`src/rtl/core/bms_ram.sv`:
```
module bms_ram #(
    parameter int WIDTH = 32,
    parameter int DEPTH = 64
) (
    input  logic                             i_clk,
    input  logic                             i_we,
    input  logic [$clog2(DEPTH)-1:0]         i_waddr,
    input  logic [WIDTH-1:0]                 i_wdata,
    input  logic                             i_re,
    input  logic [$clog2(DEPTH)-1:0]         i_raddr,
    output logic [WIDTH-1:0]                 o_rdata
);

    logic [WIDTH-1:0] r_mem [DEPTH];
    logic [WIDTH-1:0] r_rdata;

    // Read data holds its value while no read is issued.
    always_ff @(posedge i_clk) begin
        if (i_we) begin
            r_mem[i_waddr] <= i_wdata;
        end
        if (i_re) begin
            r_rdata <= r_mem[i_raddr];
        end
    end

    assign o_rdata = r_rdata;

endmodule

```
`config.mk`:
```
export PLATFORM = sky130hd
export DESIGN_NAME = bms_ram
export DESIGN_NICKNAME = d
export VERILOG_FILES = /design/src/rtl/core/bms_ram.sv
export SDC_FILE = /design/constraint.sdc
export NUM_CORES = 2
export LEC_CHECK = 0
export BUFFER_PORTS_ARGS = -buffer_cell sky130_fd_sc_hd__buf_2
export CAP_MARGIN = 20
export CORE_UTILIZATION = 55
export DETAILED_ROUTE_END_ITERATION = 8
export GPL_TIMING_DRIVEN = 1
export PLACE_DENSITY_LB_ADDON = 0.1
export SLEW_MARGIN = 20
export SYNTH_ARGS = -nofsm -noshare
export SYNTH_HDL_FRONTEND = slang
export SYNTH_SLANG_ARGS = --single-unit
```
`constraint.sdc`:
```
create_clock -name i_clk -period 4.1 [get_ports i_clk]
set_input_delay 0.41 -clock i_clk [delete_from_list [all_inputs] [get_ports i_clk]]
set_output_delay 0.41 -clock i_clk [all_outputs]
set_load 0.02 [all_outputs]
```
* Yosys cells after proc, flatten, opt, wreduce, memory -nomap -nowiden
Memories as Yosys holds them, arrays and structs flattened. A register that Yosys moved wholly into a read port is not among the register bits.
Index checks and enable logic that the tools add are counted.
** Storage, ports and cells
- Flip-flop bits (word level) :: 0
- Bits in latches :: 0
- RAM bits :: 2048
- Memory bits (read-only) :: 0
- Bits of input ports :: 47
- Output and inout bits :: 32
- Logic and storage cells :: 3
- Memories :: 1
** Memories
- r_mem :: depth 64, bits a word 32, read ports 1, clocked after Yosys merged registers in 1, wr ports 1, line 14 : logic [WIDTH-1:0] r_mem [DEPTH];
** Operators by class
- Add/subtract/negate cells :: 0
- $mul :: 0
- Divide/modulo/power cells :: 0
- $lt $le $gt $ge :: 0
- Eq/ne operators :: 0
- Shift operators :: 0
- Mux-type cells :: 2
- Bitwise gates (word level) :: 0
- Reduce and logical (&&, ||, !) cells :: 0
** Operator list (number)
- $mux W1 :: 2

* Longest topological paths before layout
- Word-level depth :: 2
- Depth in mapped cells :: 10
- Gate-level depth less buffers :: 5

* Least setup slack after synthesis
Ideal clock, no wire load.
- Path kind :: input to register
- From :: in i_waddr[3]
- To :: mem r_mem[48][0] (enable)
- Setup time :: 461 ps
- Arrival :: 3109 ps
- Data required time :: 3639 ps
- Slack :: 530 ps
- Cell stages on the path :: 4
- Buffers on the path :: 1
- Cell sequence :: clkbuf_1 nor2b_1 nand4b_1 nor3_1
** RTL lines
- start: declaration :: line 7 : input logic [$clog2(DEPTH)-1:0] i_waddr,
- end: declaration :: line 14
No word-level cell before the write port.

==> impl_metrics.yaml <==
synthesis:
  synth_area_per_cell_sq_um: 23.72
  synth_cell_types: 33
  synth-edff-count: 2080
  synthesis.area_sq_um: 78840
  synthesis.nets: 3371
  gate_count_of_the_mapped_netlist: 3324
  synth-seq-cells: 2080
  post-synth-top-area-cell: "sky130_fd_sc_hd__edfxtp_1"
  share_of_flip_flops_with_an_asynchronous_set_or_reset_after_synthesis_pct: 0
  synthTopCellsByArea: "sky130_fd_sc_hd__edfxtp_1 79%, sky130_fd_sc_hd__mux4_2 16%, sky130_fd_sc_hd__mux2i_1 1.2%"
  post-synth-top-count-cell: "sky130_fd_sc_hd__edfxtp_1"
  yosys-top-cells-count: "2080 x sky130_fd_sc_hd__edfxtp_1, 544 x sky130_fd_sc_hd__mux4_2, 137 x sky130_fd_sc_hd__nor2_1"
  ys.flop_type: "sky130_fd_sc_hd__edfxtp_1"
  synth_top_area_share_pct: 79.23
  yosys_warnings: 0
  synth.yosys.seq_area_share_pct: 79.23
sta:
  final_min_period_over_clock_period_pct: 70.43
  worst_pin_slew_ps: 971.7
  count_of_pins_over_their_slew_limit: 0
  fmaxAchievable_mhz: 346.3
  period_needed_ps: 2888
  hold_viol_final: 0
  timing.hold.ws_ps: 86.03
  max-slew-margin-rel_pct: 35.22
  unrepaired_setup_endpoints_after_global_routing: "no"
  worst_clock_skew_ps: 25.32
  finalSetupViolCount: 0
  timing.setup.tns_ps: 0
clock_tree:
  cts_buffers: 202
  number_of_gates_given_a_new_drive_strength_after_cts: 0
  cts.htree.levels: 4
  clock_insertion_delay_worst_skew_ps: 830
  cts_max_path_buffers: 3
  cts-root-buf: "sky130_fd_sc_hd__clkbuf_16"
  cts_tree: "yes"
  worst_setup_hold_path_clk_slew_ps: 60
  cts_num_sinks: 2080
grt:
  grt_util_all_layers_pct: 28.34
  number_of_global_route_vias_before_repair: 38200
  globalRoute.totalOverflow: 0
  grt_use_met3_pct: 6.204
  antenna_found_initial: 20
  global_route.usage.met1_pct: 41.05
  largest_net_degree_at_the_start_of_global_routing: 65
  global_route_wire_length_before_repair_mm: 285.1
  globalRoute.busiestLayer: "met2"
  groute.layer.met2.usage_pct: 44.34
critical_path:
  crit_start: "i_raddr[0]"
  critical_path.reg2reg.startpoint: "r_mem[11][11]"
  setup.worst_path.end_class: "flip-flop"
  crit_fanout: 62
  critical_path_arrival_ps: 3440
  path_class: "input port to flip-flop"
  worst_ep_required_time_ps: 4650
  timing.critical_path.mode_cell: "sky130_fd_sc_hd__mux4_2"
  crit_path_max_incr_delay_ps: 700
  critical_path.n_buffers_inverters: 2
  slowest_cell_on_the_critical_path: "sky130_fd_sc_hd__o22ai_1"
  critical-path-top-delay-family: "multiplexers"
  startpoint_type: "input port"
  cp_cell_sequence: "buf_8, buf_12, mux4_2, mux4_2, o22ai_1, nor2_1"
run:
  max-cap-violations: 0
floorplan:
  row_count: 138
  chipHeight_microns: 380.6
  top_level_ports: 79
  die-width_microns: 380.6
  core_footprint_sq_um: 141900
  floorplan.initialDensity_pct: 55.54
  die-area_sq_um: 144900
detailed_routing:
  drc_marker_count_from_the_first_detailed_route_iteration: 4584
  route.antenna.remaining_nets: 0
  detail_route.wl_per_cell_microns: 35.62
  routed_wl_mm: 202.1
  post-route-drc-count: 0
  firstDrtPassIters: 5
  route.detailed.vias_per_inst: 6.603
  vias: 37450
finish:
  final_cell_count_no_fill: 5672
  final_nets: 3658
  fillerInstances: 9416
  synthToLayoutAreaGrowth_pct: 13.78
  layout-drive-gt1-share_pct: 30.33
worst_hold_path:
  min_from: "i_wdata[6]"
  worstHoldPathType: "input port to flip-flop"
power_and_ir_drop:
  power_density_nw_per_um2: 491.7
  p_leak_nw: 28.00
  power.ir.vdd_worst_mv: 0.4523
  total_power_mw: 44.11
placed_design:
  dp_hpwl_mm: 115.9
  placed_cells_incl_taps: 5293
  place.gp.congestion: 0.8028
  placement.io_buffers: 78
run_status:
  outcome: "completed"
==> placed cells by master (no fill, tap or decap), types with 12 or more instances in the layout <==
| cell | count |
|---|---|
| sky130_fd_sc_hd__mux4_2 | 544 |
| sky130_fd_sc_hd__buf_2 | 52 |
| sky130_fd_sc_hd__nor2b_1 | 15 |
| sky130_fd_sc_hd__clkinv_1 | 50 |
| sky130_fd_sc_hd__buf_4 | 166 |
| sky130_fd_sc_hd__bufinv_16 | 20 |
| sky130_fd_sc_hd__buf_12 | 41 |
| sky130_fd_sc_hd__clkbuf_16 | 210 |
| sky130_fd_sc_hd__a22oi_1 | 12 |
| sky130_fd_sc_hd__mux2i_1 | 93 |
| sky130_fd_sc_hd__nor2_4 | 62 |
| sky130_fd_sc_hd__nor2_1 | 75 |
| sky130_fd_sc_hd__nand2_1 | 26 |
| sky130_fd_sc_hd__o221ai_1 | 27 |
| sky130_fd_sc_hd__edfxtp_1 | 2080 |
| sky130_fd_sc_hd__a21oi_1 | 62 |
| sky130_fd_sc_hd__o22ai_1 | 84 |
| sky130_fd_sc_hd__clkbuf_1 | 50 |
| sky130_fd_sc_hd__clkinv_2 | 31 |
==> timing repair <==
action	CTS	global route
buffers inserted	0	0
hold buffers	2	1
hold endpoints to repair	17	17
setup endpoints to repair	0	0
==> through the flow <==
stage	area (sq um)	setup WS, ps	utilization [%]
CTS	89600	1188	63.13
global route	89690	1116	63.19
detailed placement	83090	299.7	58.54
floorplan	78840	530.2	-
global placement	83090	273.3	58.54
finish	89700	1212	63.20
==> cell type report <==
| type | instances | area, sq um | share of cell area, % |
|---|---|---|---|
| diodes | 4 | 10.01 | 0.01116 |
| clock buffers | 260 | 5443 | 6.068 |
| clock inverters | 111 | 1050 | 1.170 |
| multi-input cells | 1062 | 15970 | 17.80 |
| flip-flops and latches | 2080 | 62460 | 69.63 |
| well taps | 1890 | 2365 | 2.636 |
| repair buffers | 265 | 2402 | 2.678 |
==> registers in the layout (all words and copies together), names as in the netlist <==
register and flops:
r_mem 2048, o_rdata 32
==> cells by family after synthesis <==
logic type             synth area share (%)
AND/OR/NAND/NOR                       1.260
AO/OA/AOI/OAI                         1.666
flip-flops                            79.23
buffers and inverters                 1.124
multiplexers                          16.72
==> final timing paths <==
check / endpoint / slack, ps / cells past startpoint
hold reg to reg: o_rdata[4] / 880 / 4
setup / recovery: o_rdata[11] / 1210 / 6
hold / removal: r_mem[10][6] / 90 / 1
setup reg to reg: o_rdata[11] / 1620 / 4
==> per-layer routing <==
metal / vias to the layer above / wire length, microns
met4: 20 / 4924
met1: 20330 / 80890
met2: 1917 / 97230
li1: 14900 / -
met5: - / 122
met3: 286 / 18890
==> report_power, final <==
part / switching (mW) / internal (mW)
sequential: 0.0773 / 23.6
clock: 7.68 / 10.6
combinational: 1.38 / 0.813
total: 9.13 / 35.0
==> worst register-to-register path, cell delays in order (launching register included) <==
cell and delay, ps:
sky130_fd_sc_hd__edfxtp_1 380, sky130_fd_sc_hd__mux4_2 480, sky130_fd_sc_hd__mux4_2 540, sky130_fd_sc_hd__o22ai_1 710, sky130_fd_sc_hd__nor2_1 110
No activity file was read; power rests on OpenSTA's default activity.
